$ cat config.mk
export PLATFORM = sky130hd
export DESIGN_NAME = jpeg_block_symbol_encoder
export DESIGN_NICKNAME = d
export VERILOG_FILES = /design/src/rtl/jbse_pkg.sv /design/src/rtl/jpeg_block_symbol_encoder.sv /design/src/rtl/jbse_front.sv /design/src/rtl/jbse_queue.sv /design/src/rtl/jbse_back.sv
export SDC_FILE = /design/constraint.sdc
export NUM_CORES = 2
export LEC_CHECK = 0
export BUFFER_PORTS_ARGS = -buffer_cell sky130_fd_sc_hd__buf_4
export CORE_MARGIN = 1.5
export CORE_UTILIZATION = 40
export DETAILED_ROUTE_END_ITERATION = 10
export PLACE_DENSITY_LB_ADDON = 0.2
export SYNTH_ARGS = -nofsm -noshare
export SYNTH_HDL_FRONTEND = slang
export SYNTH_HIERARCHICAL = 1
export SYNTH_SLANG_ARGS = --single-unit
$ cat constraint.sdc
create_clock -name clk -period 8.8 [get_ports clk]
set_input_delay 0.44 -clock clk [delete_from_list [all_inputs] [get_ports clk]]
set_output_delay 0.44 -clock clk [all_outputs]
set_load 0.05 [all_outputs]
$ cat src/rtl/jbse_pkg.sv
// jbse_pkg: constants, types and helper functions of the jpeg block symbol encoder
// used by every file of the block; depends on nothing

package jbse_pkg;

	localparam int COMPONENTS  = 4;
	localparam int EOB_RUN_MAX = 32767;
	localparam int COEF_BITS   = 23;

	localparam int COMP_BITS   = 2;
	localparam int POS_BITS    = 6;
	localparam int SHIFT_BITS  = 4;
	localparam int AMP_BITS    = COEF_BITS + 1;
	localparam int CAT_BITS    = $clog2(AMP_BITS + 1);
	localparam int EOBR_BITS   = 15;
	localparam int ZRUN_BITS   = 6;
	localparam int CFG_BITS    = 6;
	localparam int IDX_BITS    = 3;

	localparam int QUEUE_DEPTH = 4;
	localparam int QPTR_BITS   = $clog2(QUEUE_DEPTH);

	localparam logic [7:0] SYM_ZRL = 8'hf0;
	localparam logic [7:0] SYM_ESC = 8'h10;
	localparam logic [7:0] SYM_EOB = 8'h00;

	localparam logic [2:0] RUN_LEN      = 3'd4;
	localparam int         ZRL_SPAN     = 15;
	localparam int         CAT_LARGE    = 16;
	localparam int         CAT_LIMIT_LR = 22;
	localparam logic [COEF_BITS-1:0] ESC_MAG = COEF_BITS'(32'h8000);

	typedef enum logic [IDX_BITS-1:0] {
		REG_SCAN_START,
		REG_SCAN_STOP,
		REG_POINT_SHIFT,
		REG_DIFFERENTIAL,
		REG_RESIDUAL,
		REG_LARGE_RANGE,
		REG_PROGRESSIVE
	} reg_index_t;

	typedef struct packed {
		logic [POS_BITS-1:0]   scan_start;
		logic [POS_BITS-1:0]   scan_stop;
		logic [SHIFT_BITS-1:0] point_shift;
		logic                  differential;
		logic                  residual;
		logic                  large_range;
		logic                  progressive;
	} cfg_t;

	typedef struct packed {
		logic                 table_select;
		logic [COMP_BITS-1:0] comp_out;
		logic [7:0]           symbol;
		logic [2:0]           run_bits_len;
		logic [3:0]           run_bits;
		logic [CAT_BITS-1:0]  amp_len;
		logic [AMP_BITS-1:0]  amp_bits;
		logic                 status;
		logic                 last;
	} result_t;

	typedef struct packed {
		logic [COMP_BITS-1:0]                  comp;
		logic [COMPONENTS-1:0]                 eob_mask;
		logic [COMPONENTS-1:0][EOBR_BITS-1:0]  eob_runs;
		logic [1:0]                            zrl_cnt;
		logic                                  sym_valid;
		result_t                               sym;
	} cmd_t;

	function automatic logic [CAT_BITS-1:0] bit_length(input logic [AMP_BITS-1:0] v);
		logic [CAT_BITS-1:0] n;
		n = '0;
		for (int i = 0; i < AMP_BITS; i++) begin
			if (v[i]) begin
				n = CAT_BITS'(i + 1);
			end
		end
		return n;
	endfunction

	function automatic logic [AMP_BITS-1:0] low_mask(input logic [CAT_BITS-1:0] n);
		return ~({AMP_BITS{1'b1}} << n);
	endfunction

endpackage

$ cat src/rtl/jpeg_block_symbol_encoder.sv
// jpeg_block_symbol_encoder: top level, configuration registers and the
// front / queue / back chain; depends on jbse_pkg, jbse_front, jbse_queue, jbse_back
//
// channel   direction  handshake              payload
// in        input      in_valid / in_stall    kind, component, scan_pos, coefficient
// out       output     out_valid / out_stall  table_select .. amp_bits, status, last
// cfg       input      cfg_we                 cfg_index, cfg_data
//
// one item per cycle into a two-stage front while in_stall is low; the back sends
// the result beats of an item one at a time, up to 5 beats for one item
// a four-command queue absorbs result bursts; in_stall rises only when it is full
// reset clears predictors, eob runs, zero run and the registers but scan_stop, which
// resets to 63; no clearing pass; out_stall holds the output register and, through the queue, the front

module jpeg_block_symbol_encoder (
	input  logic                                   clk,
	input  logic                                   arst_n,
	input  logic                                   cfg_we,
	input  logic [jbse_pkg::IDX_BITS-1:0]          cfg_index,
	input  logic [jbse_pkg::CFG_BITS-1:0]          cfg_data,
	input  logic                                   in_valid,
	output logic                                   in_stall,
	input  logic                                   kind,
	input  logic [jbse_pkg::COMP_BITS-1:0]         component,
	input  logic [jbse_pkg::POS_BITS-1:0]          scan_pos,
	input  logic signed [jbse_pkg::COEF_BITS-1:0]  coefficient,
	output logic                                   out_valid,
	input  logic                                   out_stall,
	output logic                                   table_select,
	output logic [jbse_pkg::COMP_BITS-1:0]         comp_out,
	output logic [7:0]                             symbol,
	output logic [2:0]                             run_bits_len,
	output logic [3:0]                             run_bits,
	output logic [jbse_pkg::CAT_BITS-1:0]          amp_len,
	output logic [jbse_pkg::AMP_BITS-1:0]          amp_bits,
	output logic                                   status,
	output logic                                   last
);

	jbse_pkg::cfg_t    cfg_q;
	jbse_pkg::cmd_t    cmd, head;
	logic              cmd_valid, q_full, q_empty, pop;
	jbse_pkg::result_t res;

	always_ff @(posedge clk or negedge arst_n) begin
		if (!arst_n) begin
			cfg_q.scan_start   <= '0;
			cfg_q.scan_stop    <= '1;
			cfg_q.point_shift  <= '0;
			cfg_q.differential <= 1'b0;
			cfg_q.residual     <= 1'b0;
			cfg_q.large_range  <= 1'b0;
			cfg_q.progressive  <= 1'b0;
		end else if (cfg_we) begin
			unique case (jbse_pkg::reg_index_t'(cfg_index))
				jbse_pkg::REG_SCAN_START:   cfg_q.scan_start   <= cfg_data;
				jbse_pkg::REG_SCAN_STOP:    cfg_q.scan_stop    <= cfg_data;
				jbse_pkg::REG_POINT_SHIFT:  cfg_q.point_shift  <= cfg_data[jbse_pkg::SHIFT_BITS-1:0];
				jbse_pkg::REG_DIFFERENTIAL: cfg_q.differential <= cfg_data[0];
				jbse_pkg::REG_RESIDUAL:     cfg_q.residual     <= cfg_data[0];
				jbse_pkg::REG_LARGE_RANGE:  cfg_q.large_range  <= cfg_data[0];
				jbse_pkg::REG_PROGRESSIVE:  cfg_q.progressive  <= cfg_data[0];
				default: begin
					cfg_q <= cfg_q;
				end
			endcase
		end
	end

	jbse_front u_front (
		.clk         (clk),
		.arst_n      (arst_n),
		.cfg         (cfg_q),
		.in_valid    (in_valid),
		.in_stall    (in_stall),
		.kind        (kind),
		.component   (component),
		.scan_pos    (scan_pos),
		.coefficient (coefficient),
		.cmd_valid   (cmd_valid),
		.cmd         (cmd),
		.cmd_full    (q_full)
	);

	jbse_queue u_queue (
		.clk      (clk),
		.arst_n   (arst_n),
		.push     (cmd_valid),
		.push_cmd (cmd),
		.full     (q_full),
		.pop      (pop),
		.head     (head),
		.empty    (q_empty)
	);

	jbse_back u_back (
		.clk       (clk),
		.arst_n    (arst_n),
		.head      (head),
		.q_empty   (q_empty),
		.pop       (pop),
		.out_valid (out_valid),
		.out_stall (out_stall),
		.out_res   (res)
	);

	assign table_select = res.table_select;
	assign comp_out     = res.comp_out;
	assign symbol       = res.symbol;
	assign run_bits_len = res.run_bits_len;
	assign run_bits     = res.run_bits;
	assign amp_len      = res.amp_len;
	assign amp_bits     = res.amp_bits;
	assign status       = res.status;
	assign last         = res.last;

endmodule

$ cat src/rtl/jbse_front.sv
// jbse_front: input stage, point transform, classification and symbol state
// (dc predictors, eob runs, zero run); builds at most one command per item for the queue
// depends on jbse_pkg

module jbse_front (
	input  logic                                 clk,
	input  logic                                 arst_n,
	input  jbse_pkg::cfg_t                       cfg,
	input  logic                                 in_valid,
	output logic                                 in_stall,
	input  logic                                 kind,
	input  logic [jbse_pkg::COMP_BITS-1:0]       component,
	input  logic [jbse_pkg::POS_BITS-1:0]        scan_pos,
	input  logic signed [jbse_pkg::COEF_BITS-1:0] coefficient,
	output logic                                 cmd_valid,
	output jbse_pkg::cmd_t                       cmd,
	input  logic                                 cmd_full
);

	typedef enum logic [2:0] {
		SK_NONE,
		SK_DC,
		SK_AC,
		SK_ESC,
		SK_EOB,
		SK_OVF
	} sym_kind_t;

	logic adv;

	// s1 inputs
	logic                                  comp_ok, is_dc, is_ac;
	logic [jbse_pkg::POS_BITS-1:0]         ac_start;
	logic [jbse_pkg::COEF_BITS-1:0]        abs_v, mag_c;
	logic signed [jbse_pkg::COEF_BITS-1:0] dca_c;

	logic                                  s1_valid_q;
	logic                                  flush_s1, dc_s1, at_stop_s1, neg_s1;
	logic [jbse_pkg::COMP_BITS-1:0]        comp_s1;
	logic [jbse_pkg::COEF_BITS-1:0]        mag_s1;
	logic signed [jbse_pkg::COEF_BITS-1:0] dca_s1;

	// symbol state
	logic signed [jbse_pkg::AMP_BITS-1:0]  pred_q [jbse_pkg::COMPONENTS];
	logic [jbse_pkg::EOBR_BITS-1:0]        eobr_q [jbse_pkg::COMPONENTS];
	logic [jbse_pkg::ZRUN_BITS-1:0]        zrun_q;
	logic signed [jbse_pkg::AMP_BITS-1:0]  pred_d [jbse_pkg::COMPONENTS];
	logic [jbse_pkg::EOBR_BITS-1:0]        eobr_d [jbse_pkg::COMPONENTS];
	logic [jbse_pkg::ZRUN_BITS-1:0]        zrun_d, zr_inc;
	logic [jbse_pkg::EOBR_BITS-1:0]        eob_inc;
	logic signed [jbse_pkg::AMP_BITS-1:0]  dca_ext, diff_c;
	logic                                  nz, esc, ovf;

	logic [jbse_pkg::COMPONENTS-1:0]                         mask_c;
	logic [jbse_pkg::COMPONENTS-1:0][jbse_pkg::EOBR_BITS-1:0] runs_c;
	logic [1:0]                                              zrl_c;
	sym_kind_t                                               kind_c;
	logic [jbse_pkg::AMP_BITS-1:0]                           val_c;
	logic                                                    neg_c;
	logic [3:0]                                              run_c;

	logic                                                    s2_valid_q;
	logic [jbse_pkg::COMP_BITS-1:0]                          comp_s2;
	logic [jbse_pkg::COMPONENTS-1:0]                         mask_s2;
	logic [jbse_pkg::COMPONENTS-1:0][jbse_pkg::EOBR_BITS-1:0] runs_s2;
	logic [1:0]                                              zrl_s2;
	sym_kind_t                                               kind_s2;
	logic [jbse_pkg::AMP_BITS-1:0]                           val_s2;
	logic                                                    neg_s2;
	logic [3:0]                                              run_s2;

	// command formatting
	logic [jbse_pkg::AMP_BITS-1:0] mag24, amp;
	logic [jbse_pkg::CAT_BITS-1:0] cat;

	assign adv      = !(s2_valid_q && cmd_full);
	assign in_stall = !adv;

	// classification and point transform
	always_comb begin
		comp_ok  = (3'(component) < 3'(jbse_pkg::COMPONENTS));
		ac_start = (cfg.scan_start != '0) ? cfg.scan_start
			: (cfg.residual ? jbse_pkg::POS_BITS'(0) : jbse_pkg::POS_BITS'(1));
		is_dc    = !kind && comp_ok && (scan_pos == '0) && (cfg.scan_start == '0)
			&& !cfg.residual;
		is_ac    = !kind && comp_ok && !is_dc && (cfg.scan_stop != '0)
			&& (scan_pos >= ac_start) && (scan_pos <= cfg.scan_stop);
		abs_v    = coefficient[jbse_pkg::COEF_BITS-1] ? jbse_pkg::COEF_BITS'(-coefficient)
			: jbse_pkg::COEF_BITS'(coefficient);
		mag_c    = abs_v >> cfg.point_shift;
		dca_c    = coefficient >>> cfg.point_shift;
	end

	always_ff @(posedge clk or negedge arst_n) begin
		if (!arst_n) begin
			s1_valid_q <= 1'b0;
		end else if (adv) begin
			s1_valid_q <= in_valid && (kind || is_dc || is_ac);
		end
	end

	always_ff @(posedge clk) begin
		if (adv) begin
			flush_s1   <= kind;
			dc_s1      <= is_dc;
			at_stop_s1 <= (scan_pos == cfg.scan_stop);
			neg_s1     <= coefficient[jbse_pkg::COEF_BITS-1];
			comp_s1    <= component;
			mag_s1     <= mag_c;
			dca_s1     <= dca_c;
		end
	end

	// state update
	always_comb begin
		pred_d  = pred_q;
		eobr_d  = eobr_q;
		zrun_d  = zrun_q;
		mask_c  = '0;
		for (int k = 0; k < jbse_pkg::COMPONENTS; k++) begin
			runs_c[k] = eobr_q[k];
		end
		zrl_c   = '0;
		kind_c  = SK_NONE;
		val_c   = '0;
		neg_c   = 1'b0;
		run_c   = '0;
		dca_ext = jbse_pkg::AMP_BITS'(dca_s1);
		diff_c  = dca_ext - pred_q[comp_s1];
		eob_inc = eobr_q[comp_s1] + 1'b1;
		zr_inc  = (zrun_q == '1) ? zrun_q : zrun_q + 1'b1;
		nz      = (mag_s1 != '0);
		esc     = neg_s1 && (mag_s1 == jbse_pkg::ESC_MAG) && !cfg.progressive && cfg.residual;
		ovf     = nz && !esc && (cfg.large_range
			? ((mag_s1 >> (jbse_pkg::CAT_LIMIT_LR - 1)) != '0)
			: ((mag_s1 >> (jbse_pkg::CAT_LARGE - 1)) != '0));

		if (flush_s1) begin
			if ((cfg.scan_stop != '0) && cfg.progressive) begin
				for (int k = 0; k < jbse_pkg::COMPONENTS; k++) begin
					mask_c[k] = (eobr_q[k] != '0);
				end
			end
			for (int k = 0; k < jbse_pkg::COMPONENTS; k++) begin
				pred_d[k] = '0;
				eobr_d[k] = '0;
			end
			zrun_d = '0;
		end else if (dc_s1) begin
			pred_d[comp_s1] = cfg.differential ? '0 : dca_ext;
			kind_c = SK_DC;
			val_c  = diff_c;
			neg_c  = diff_c[jbse_pkg::AMP_BITS-1];
		end else if (ovf) begin
			kind_c = SK_OVF;
			if (at_stop_s1) begin
				zrun_d = '0;
			end
		end else if (nz) begin
			mask_c[comp_s1] = (eobr_q[comp_s1] != '0);
			eobr_d[comp_s1] = '0;
			zrl_c  = zrun_q[jbse_pkg::ZRUN_BITS-1:4];
			run_c  = zrun_q[3:0];
			kind_c = esc ? SK_ESC : SK_AC;
			val_c  = jbse_pkg::AMP_BITS'(mag_s1);
			neg_c  = neg_s1;
			zrun_d = '0;
		end else if (at_stop_s1) begin
			zrun_d = '0;
			if (cfg.progressive) begin
				if (eob_inc >= jbse_pkg::EOBR_BITS'(jbse_pkg::EOB_RUN_MAX)) begin
					mask_c[comp_s1] = 1'b1;
					runs_c[comp_s1] = eob_inc;
					eobr_d[comp_s1] = '0;
				end else begin
					eobr_d[comp_s1] = eob_inc;
				end
			end else begin
				kind_c = SK_EOB;
			end
		end else begin
			zrun_d = zr_inc;
		end
	end

	always_ff @(posedge clk or negedge arst_n) begin
		if (!arst_n) begin
			s2_valid_q <= 1'b0;
			zrun_q     <= '0;
			for (int k = 0; k < jbse_pkg::COMPONENTS; k++) begin
				pred_q[k] <= '0;
				eobr_q[k] <= '0;
			end
		end else if (adv) begin
			s2_valid_q <= s1_valid_q && ((mask_c != '0) || (zrl_c != '0) || (kind_c != SK_NONE));
			if (s1_valid_q) begin
				pred_q <= pred_d;
				eobr_q <= eobr_d;
				zrun_q <= zrun_d;
			end
		end
	end

	always_ff @(posedge clk) begin
		if (adv) begin
			comp_s2 <= comp_s1;
			mask_s2 <= mask_c;
			runs_s2 <= runs_c;
			zrl_s2  <= zrl_c;
			kind_s2 <= kind_c;
			val_s2  <= val_c;
			neg_s2  <= neg_c;
			run_s2  <= run_c;
		end
	end

	// category, amplitude bits and the final symbol of the command
	always_comb begin
		mag24 = ((kind_s2 == SK_DC) && neg_s2) ? jbse_pkg::AMP_BITS'(-val_s2) : val_s2;
		cat   = jbse_pkg::bit_length(mag24);
		amp   = (neg_s2 ? ~mag24 : mag24) & jbse_pkg::low_mask(cat);

		cmd.comp          = comp_s2;
		cmd.eob_mask      = mask_s2;
		cmd.eob_runs      = runs_s2;
		cmd.zrl_cnt       = zrl_s2;
		cmd.sym_valid     = (kind_s2 != SK_NONE);
		cmd.sym           = '0;
		cmd.sym.comp_out  = comp_s2;
		cmd.sym.table_select = 1'b1;
		unique case (kind_s2)
			SK_DC: begin
				cmd.sym.table_select = 1'b0;
				cmd.sym.symbol       = 8'(cat);
				cmd.sym.amp_len      = cat;
				cmd.sym.amp_bits     = amp;
			end
			SK_AC: begin
				if (cat >= jbse_pkg::CAT_BITS'(jbse_pkg::CAT_LARGE)) begin
					cmd.sym.symbol       = {4'(cat - jbse_pkg::CAT_BITS'(jbse_pkg::ZRL_SPAN)),
						4'b0};
					cmd.sym.run_bits_len = jbse_pkg::RUN_LEN;
					cmd.sym.run_bits     = run_s2;
				end else begin
					cmd.sym.symbol = {run_s2, cat[3:0]};
				end
				cmd.sym.amp_len  = cat;
				cmd.sym.amp_bits = amp;
			end
			SK_ESC: begin
				cmd.sym.symbol       = jbse_pkg::SYM_ESC;
				cmd.sym.run_bits_len = jbse_pkg::RUN_LEN;
				cmd.sym.run_bits     = run_s2;
			end
			SK_EOB: begin
				cmd.sym.symbol = jbse_pkg::SYM_EOB;
			end
			SK_OVF: begin
				cmd.sym.comp_out = '0;
				cmd.sym.status   = 1'b1;
			end
			default: begin
				cmd.sym.table_select = 1'b1;
			end
		endcase
	end

	assign cmd_valid = s2_valid_q;

endmodule

$ cat src/rtl/jbse_queue.sv
// jbse_queue: short command queue between the front and back parts
// depends on jbse_pkg

module jbse_queue (
	input  logic           clk,
	input  logic           arst_n,
	input  logic           push,
	input  jbse_pkg::cmd_t push_cmd,
	output logic           full,
	input  logic           pop,
	output jbse_pkg::cmd_t head,
	output logic           empty
);

	jbse_pkg::cmd_t                  mem_q [jbse_pkg::QUEUE_DEPTH];
	logic [jbse_pkg::QPTR_BITS-1:0]  wr_q, rd_q;
	logic [jbse_pkg::QPTR_BITS:0]    cnt_q;
	logic                            do_push, do_pop;

	assign full    = (cnt_q == (jbse_pkg::QPTR_BITS + 1)'(jbse_pkg::QUEUE_DEPTH));
	assign empty   = (cnt_q == '0);
	assign do_push = push && !full;
	assign do_pop  = pop && !empty;
	assign head    = mem_q[rd_q];

	always_ff @(posedge clk or negedge arst_n) begin
		if (!arst_n) begin
			wr_q  <= '0;
			rd_q  <= '0;
			cnt_q <= '0;
		end else begin
			if (do_push) begin
				wr_q <= (wr_q == jbse_pkg::QPTR_BITS'(jbse_pkg::QUEUE_DEPTH - 1)) ? '0 : wr_q + 1'b1;
			end
			if (do_pop) begin
				rd_q <= (rd_q == jbse_pkg::QPTR_BITS'(jbse_pkg::QUEUE_DEPTH - 1)) ? '0 : rd_q + 1'b1;
			end
			if (do_push && !do_pop) begin
				cnt_q <= cnt_q + 1'b1;
			end else if (do_pop && !do_push) begin
				cnt_q <= cnt_q - 1'b1;
			end
		end
	end

	always_ff @(posedge clk) begin
		if (do_push) begin
			mem_q[wr_q] <= push_cmd;
		end
	end

endmodule

$ cat src/rtl/jbse_back.sv
// jbse_back: expands one command into its result beats (eob runs, zrl, symbol)
// and holds them in the output register; depends on jbse_pkg

module jbse_back (
	input  logic              clk,
	input  logic              arst_n,
	input  jbse_pkg::cmd_t    head,
	input  logic              q_empty,
	output logic              pop,
	output logic              out_valid,
	input  logic              out_stall,
	output jbse_pkg::result_t out_res
);

	jbse_pkg::cmd_t                  cur_q;
	logic                            cur_valid_q;
	logic [jbse_pkg::COMPONENTS-1:0] rem_mask_q, rest_mask;
	logic [1:0]                      zrl_q;
	logic                            out_valid_q;
	jbse_pkg::result_t               out_q, res_c;

	logic                            out_free, fire, done, load;
	logic [jbse_pkg::COMP_BITS-1:0]  k;
	logic [jbse_pkg::EOBR_BITS-1:0]  run;
	logic [jbse_pkg::CAT_BITS-1:0]   s_len;

	always_comb begin
		k = '0;
		for (int i = jbse_pkg::COMPONENTS - 1; i >= 0; i--) begin
			if (rem_mask_q[i]) begin
				k = jbse_pkg::COMP_BITS'(i);
			end
		end
		rest_mask    = rem_mask_q;
		rest_mask[k] = 1'b0;
		run          = cur_q.eob_runs[k];
		s_len        = jbse_pkg::bit_length(jbse_pkg::AMP_BITS'(run)) - 1'b1;
		res_c        = '0;
		if (rem_mask_q != '0) begin
			res_c.table_select = 1'b1;
			res_c.comp_out     = k;
			res_c.symbol       = {s_len[3:0], 4'b0};
			res_c.amp_len      = s_len;
			res_c.amp_bits     = jbse_pkg::AMP_BITS'(run) & jbse_pkg::low_mask(s_len);
			done = (rest_mask == '0) && (zrl_q == '0) && !cur_q.sym_valid;
		end else if (zrl_q != '0) begin
			res_c.table_select = 1'b1;
			res_c.comp_out     = cur_q.comp;
			res_c.symbol       = jbse_pkg::SYM_ZRL;
			done = (zrl_q == 2'd1) && !cur_q.sym_valid;
		end else begin
			res_c = cur_q.sym;
			done  = 1'b1;
		end
		res_c.last = done;
	end

	assign out_free  = !out_valid_q || !out_stall;
	assign fire      = cur_valid_q && out_free;
	assign load      = !cur_valid_q || (fire && done);
	assign pop       = load && !q_empty;
	assign out_valid = out_valid_q;
	assign out_res   = out_q;

	always_ff @(posedge clk or negedge arst_n) begin
		if (!arst_n) begin
			out_valid_q <= 1'b0;
			cur_valid_q <= 1'b0;
			rem_mask_q  <= '0;
			zrl_q       <= '0;
		end else begin
			if (out_free) begin
				out_valid_q <= fire;
			end
			if (load) begin
				cur_valid_q <= !q_empty;
			end
			if (pop) begin
				rem_mask_q <= head.eob_mask;
				zrl_q      <= head.zrl_cnt;
			end else if (fire) begin
				if (rem_mask_q != '0) begin
					rem_mask_q <= rest_mask;
				end else if (zrl_q != '0) begin
					zrl_q <= zrl_q - 1'b1;
				end
			end
		end
	end

	always_ff @(posedge clk) begin
		if (pop) begin
			cur_q <= head;
		end
		if (fire) begin
			out_q <= res_c;
		end
	end

endmodule

=== After elaboration in Yosys (flattened, before gate mapping) ===
Memory sizes are Yosys's and may differ from the RTL's.
Cells that the tools add are included.

* Reductions and logical operators: 93
* $lt $le $gt $ge: 10
* Equality and inequality tests: 22
* Add/sub/neg operators: 12
* Bitwise logic cells: 13
* Shift operators: 4
* Multiplexer cells: 146

{| class="wikitable"
|+ Operator list
! cell !! number
|-
| $mux W60 || 14
|-
| $mux W24 || 8
|-
| $mux W96 || 2
|-
| $bwmux W60 || 2
|-
| $mux W5 || 23
|-
| $bwmux W96 || 1
|-
| $mux W4 || 19
|-
| $mux W15 || 5
|-
| $reduce_bool A15 Y1 || 5
|-
| $not A24 Y24 || 3
|-
| $reduce_bool A23 Y1 || 3
|-
| $and A60 B60 Y60 || 1
|-
| $bmux W15 S2 || 2
|-
| $demux W15 S2 || 2
|-
| $not A60 Y60 || 1
|-
| $mux W29 || 2
|-
| $bmux W24 S2 || 1
|-
| $demux W24 S2 || 1
|-
| $mux W6 || 8
|-
| $shl A24 B5 Y24 const A || 2
|-
| $mux W23 || 2
|-
| $mux W3 || 12
|-
| $mux W2 || 17
|-
| $mux W31 || 1
|-
| other kinds (63) || 163
|}

* Memories: 1
* Logic and storage cells: 369
* Register bits: 512
* Memory bits (writable): 468
* Output and inout bits: 51
* Input bits: 46

{| class="wikitable"
|+ Memories
! memory !! words !! width !! read ports !! clocked after memory_dff !! wr ports !! line !! source
|-
| u_queue.mem_q || 4 || 117 || 1 || 0 || 1 || jbse_queue.sv:15 || <nowiki>jbse_pkg::cmd_t mem_q [jbse_pkg::QUEUE_DEPTH];</nowiki>
|}

=== Depth between registers and ports, before layout ===
* Depth after elaboration: 31
* Mapped depth: 18
* Gate-level depth less buffers: 15

=== Modules after synthesis ===
Netlist, hierarchy kept.

{| class="wikitable"
|+ Modules (own cells, without submodules)
! module !! area an instance (µm²) !! instances !! sequential area each (µm²) !! cells each
|-
| jbse_front || 18869.3 || 1 || 8538.2 || 1872
|-
| jbse_queue || 17463.0 || 1 || 14348.8 || 653
|-
| jbse_back || 6945.4 || 1 || 5004.8 || 476
|-
| jpeg_block_symbol_encoder || 823.3 || 1 || 508.0 || 48
|}

=== Worst setup path after synthesis ===
OpenSTA, ideal clock, no wires.

* Kind: reg-to-reg
* Start point: reg u_queue/wr_q[0] (netlist name)
* End point: mem u_queue/mem_q[3][0] (netlist name), enable pin
* Setup time: 0.599 ns
* Arrival time: 5.553 ns
* Period minus slack after synthesis: 6.152 ns
* Data required time: 8.201 ns
* Path buffers: 0
* Path slack: 2.648 ns
* Stages on the path, launching flop included: 4
* Cells stage by stage: dfrtp_1 -> ha_1 -> nand2_1 -> nor2_1

{| class="wikitable"
|+ RTL lines
! what !! line !! source
|-
| start, declared || jbse_queue.sv:16 || <nowiki>logic [jbse_pkg::QPTR_BITS-1:0] wr_q, rd_q;</nowiki>
|-
| start signal, assigned || jbse_queue.sv:33 || <nowiki>wr_q <= (wr_q == jbse_pkg::QPTR_BITS'(jbse_pkg::QUEUE_DEPTH - 1)) ? '0 : wr_q + 1'b1;</nowiki>
|-
| end, declared || jbse_queue.sv:15 ||
|}

Straight into the memory's write port.

==> summary.log <==
INFO  cts            clock-root-buffer=sky130_fd_sc_hd__clkbuf_16
INFO  die            placement_rows=121
INFO  cts            postCtsSetupRepairBufs=0
INFO  timing         timing.slew.headroom=17.3%
INFO  timing         clock-skew-final=48.1ps
INFO  timing         clock.fmax=196MHz
INFO  setup_path     crit_path_max_incr_delay=990ps
INFO  layout         nFillCells=9489
INFO  setup_path     critical_path.n_buffers_inverters=3
INFO  die            die_h=334µm
INFO  placed_design  hpwl=75500µm
INFO  setup_path     timing.critical_path.arrival=5530ps
INFO  yosys          synth.cell_area=44000µm²
INFO  global_route   grt_max_degree=128
INFO  cts            postCtsResizedCells=0
INFO  setup_path     critPathMaxFanout=29
INFO  global_route   grt_antenna_before_repair=1
INFO  layout         layoutNonFillerInstCount=4584
INFO  timing         unrepaired_setup_endpoints_after_global_routing=no
INFO  die            floorplan.die_area=112000µm²
INFO  global_route   wire_length_of_the_first_global_routing_pass=171000µm
INFO  drt            drc_violations=0
INFO  timing         maxSlewViolCount=0
INFO  setup_path     worstPathCellList=clkinv_1, a21oi_1, a222oi_1, o21a_1, or3_1, o21ai_0, a21boi_0, inv_1, ha_1, inv_1, ha_1, nor2_1, a211oi_1, a31o_2
INFO  cts            clk_pin_slew=60ps
INFO  timing         final-setup-viol-count=0
INFO  cts            clk-insertion-delay-late=700ps
INFO  timing         final.period_utilization=58.1%
INFO  layout         final_net_count=3184
INFO  setup_path     critPathRequiredTime=9220ps
INFO  setup_path     slowest_stage=sky130_fd_sc_hd__dfrtp_1
INFO  drt            routed_wl=112000µm
INFO  cts            hold_bufs_at_cts=8
INFO  cts            cts.htree.levels=3
INFO  global_route   grtUsageTotal=20.0%
INFO  die            initial_core_util=40.4%
INFO  hold_path      timing.hold.worst.class=in2reg
INFO  setup_path     cp-start-kind=flop
INFO  power_and_ir_drop power.total=17100µW
INFO  global_route   grt_remaining_overflow=0
INFO  power_and_ir_drop max-vdd-ir-drop=0.000250V
INFO  drt            detailroute.via_count=26300
INFO  drt            drt_first_pass_iters=6
INFO  die            floorplan.core_area=109000µm²
INFO  layout         synthToLayoutAreaGrowth=12.7%
INFO  setup_path     critical_path_s_top_delay_family=compound AO/OA/AOI/OAI gates
INFO  global_route   grt_pass1_vias=26600
INFO  layout         post_route_cells_drive_above_1_share=18.7%
INFO  cts            tritoncts_buffers=101
INFO  layout         multiInputGateArea=14400µm²
INFO  run_status     outcome=complete, no violations
INFO  yosys          yosys_warnings=6
INFO  layout         sequential_cell_area=28300µm²
INFO  cts            cts_tree=yes
INFO  timing         layout_min_cycle_time=5110ps
INFO  cts            clock_tree.buffer_depth=3
INFO  power_and_ir_drop pwr_density_cell=345nW/µm²
INFO  drt            initialDrtViolationCount=2333
INFO  placed_design  dpl.cell_count=4383
INFO  yosys          synthesized_instance_count=3043
INFO  setup_path     critical_path_class=reg2reg
INFO  run            timing.max_cap.violations=0
INFO  placed_design  placement.cell_area=46000µm²
INFO  drt            post_drt_wl_per_cell=24.5µm
INFO  timing         final-hold-violation-count=0
INFO  yosys          postSynthAreaPerCell=14.4µm²
INFO  timing         final.hold.worst_slack=47.6ps
INFO  drt            via_per_inst=5.74
INFO  power_and_ir_drop power.static_leakage=0.0179µW
INFO  placed_design  finalWeightedCongestion=0.929
INFO  timing         final_total_negative_setup_slack=0ps
INFO  setup_path     critical_path.endpoint_type=flop
INFO  cts            clkSinkCount=974
INFO  drt            drt.antenna.violating_nets=0
INFO  placed_design  placement.io_buffers=96
INFO  timing         max_slew.worst_pin.slew=1240ps
INFO  die            top_level_ports=97
INFO  layout         final_cell_area=49500µm²
INFO  die            fp.dieW=334µm
-- through the flow --
step | setup WS, ps | util (%)
6_report | 3690 | 45.5
5_1_grt | 3340 | 45.5
4_1_cts | 3800 | 45.5
3_5_place_dp | 3840 | 42.2
3_3_place_gp | 3950 | 42.2
2_1_floorplan | 2690 | -
-- metal layers --
metal	wire, µm	vias up	GRT usage [%]
met5	0	-	0
met4	3110	0	6.12
met3	5690	182	2.56
met2	53800	878	32.7
met1	49500	13400	28.0
li1	-	11800	-
-- where the power goes --
part	switching [µW]	leakage [µW]	internal [µW]	total [µW]
registers	755	0.0101	6310	7060
logic	3550	0.00608	2090	5640
clock network	1820	0.00167	2580	4400
total	6120	0.0179	11000	17100
-- cells in the final DEF (no fill, tap or decap), drive strengths merged, types with 14 or more instances in the layout --
cell type / instances
and2: 30
or2: 24
a31oi: 15
inv: 99
o21ai: 195
clkinv: 37
edfxtp: 779
nand2: 214
and3: 30
xor2: 53
a21o: 19
a22o: 98
or3: 21
a21oi: 91
o41ai: 14
nor2: 142
a211oi: 32
nor2b: 26
clkbuf: 133
mux2: 48
ha: 56
xnor2: 41
o31ai: 26
mux2i: 63
o21a: 14
nand2b: 36
nand3: 41
nor3: 47
nor4: 43
buf: 140
dfrtp: 189
mux4: 165
-- area by class of cell --
cell class / instances / area share, %
tap: 1414 / 3.57
clock inverter: 59 / 1.50
sequential: 974 / 57.1
timing repair buffer: 149 / 2.36
antenna: 2 / 0.0101
multi-input combinational: 1757 / 29.2
inverter: 97 / 0.735
clock buffer: 132 / 5.56
-- worst reg2reg max path, stage by stage (launching register included) --
cell and delay (ps):
sky130_fd_sc_hd__dfrtp_1 990, sky130_fd_sc_hd__clkinv_1 520, sky130_fd_sc_hd__a21oi_1 430, sky130_fd_sc_hd__a222oi_1 210
sky130_fd_sc_hd__o21a_1 240, sky130_fd_sc_hd__or3_1 410, sky130_fd_sc_hd__o21ai_0 190, sky130_fd_sc_hd__a21boi_0 510
sky130_fd_sc_hd__inv_1 100, sky130_fd_sc_hd__ha_1 240, sky130_fd_sc_hd__inv_1 70, sky130_fd_sc_hd__ha_1 290
sky130_fd_sc_hd__nor2_1 310, sky130_fd_sc_hd__a211oi_1 130, sky130_fd_sc_hd__a31o_2 230
-- registers in the layout, indices dropped and copies added, names as in the netlist, 2 cells and up --
register	flops
u_front/run_s2	4
u_queue/cnt_q	3
u_front/comp_s2	2
u_front/mask_s2	4
u_back/out_res	49
u_front/comp_s1	2
u_front/cmd	60
u_front/mag_s1	23
u_front/eobr_q	60
u_front/zrl_s2	2
u_front/zrun_q	6
u_back/zrl_q	2
u_queue/rd_q	2
u_queue/mem_q	468
u_back/cur_q	111
u_back/rem_mask_q	4
u_front/kind_s2	3
u_front/dca_s1	22
cfg_q	20
u_front/pred_q	92
u_queue/wr_q	2
u_front/val_s2	24
-- path summary, 6_finish.rpt --
check / end / slack [ps] / startpoint / cells after the start
worst min register to register: u_queue/mem_q[0][110]$_DFFE_PP_ / 490 / u_front/cmd[110]$_DFFE_PN_ / 0
worst max register to register: u_back/out_res[10]$_DFFE_PP_ / 3690 / u_back/rem_mask_q[0]$_DFFE_PN0P_ / 14
min in group asynchronous: cfg_q[14]$_DFFE_PN0P_ / 500 / arst_n / 2
worst max-delay path: u_back/out_res[10]$_DFFE_PP_ / 3690 / u_back/rem_mask_q[0]$_DFFE_PN0P_ / 14
worst min-delay path: cfg_q[15]$_DFFE_PN0P_ / 50 / cfg_data[1] / 2
max in group asynchronous: u_front/eobr_q[38]$_DFFE_PN0P_ / 6600 / arst_n / 3
(Power assumes the default switching activity.)
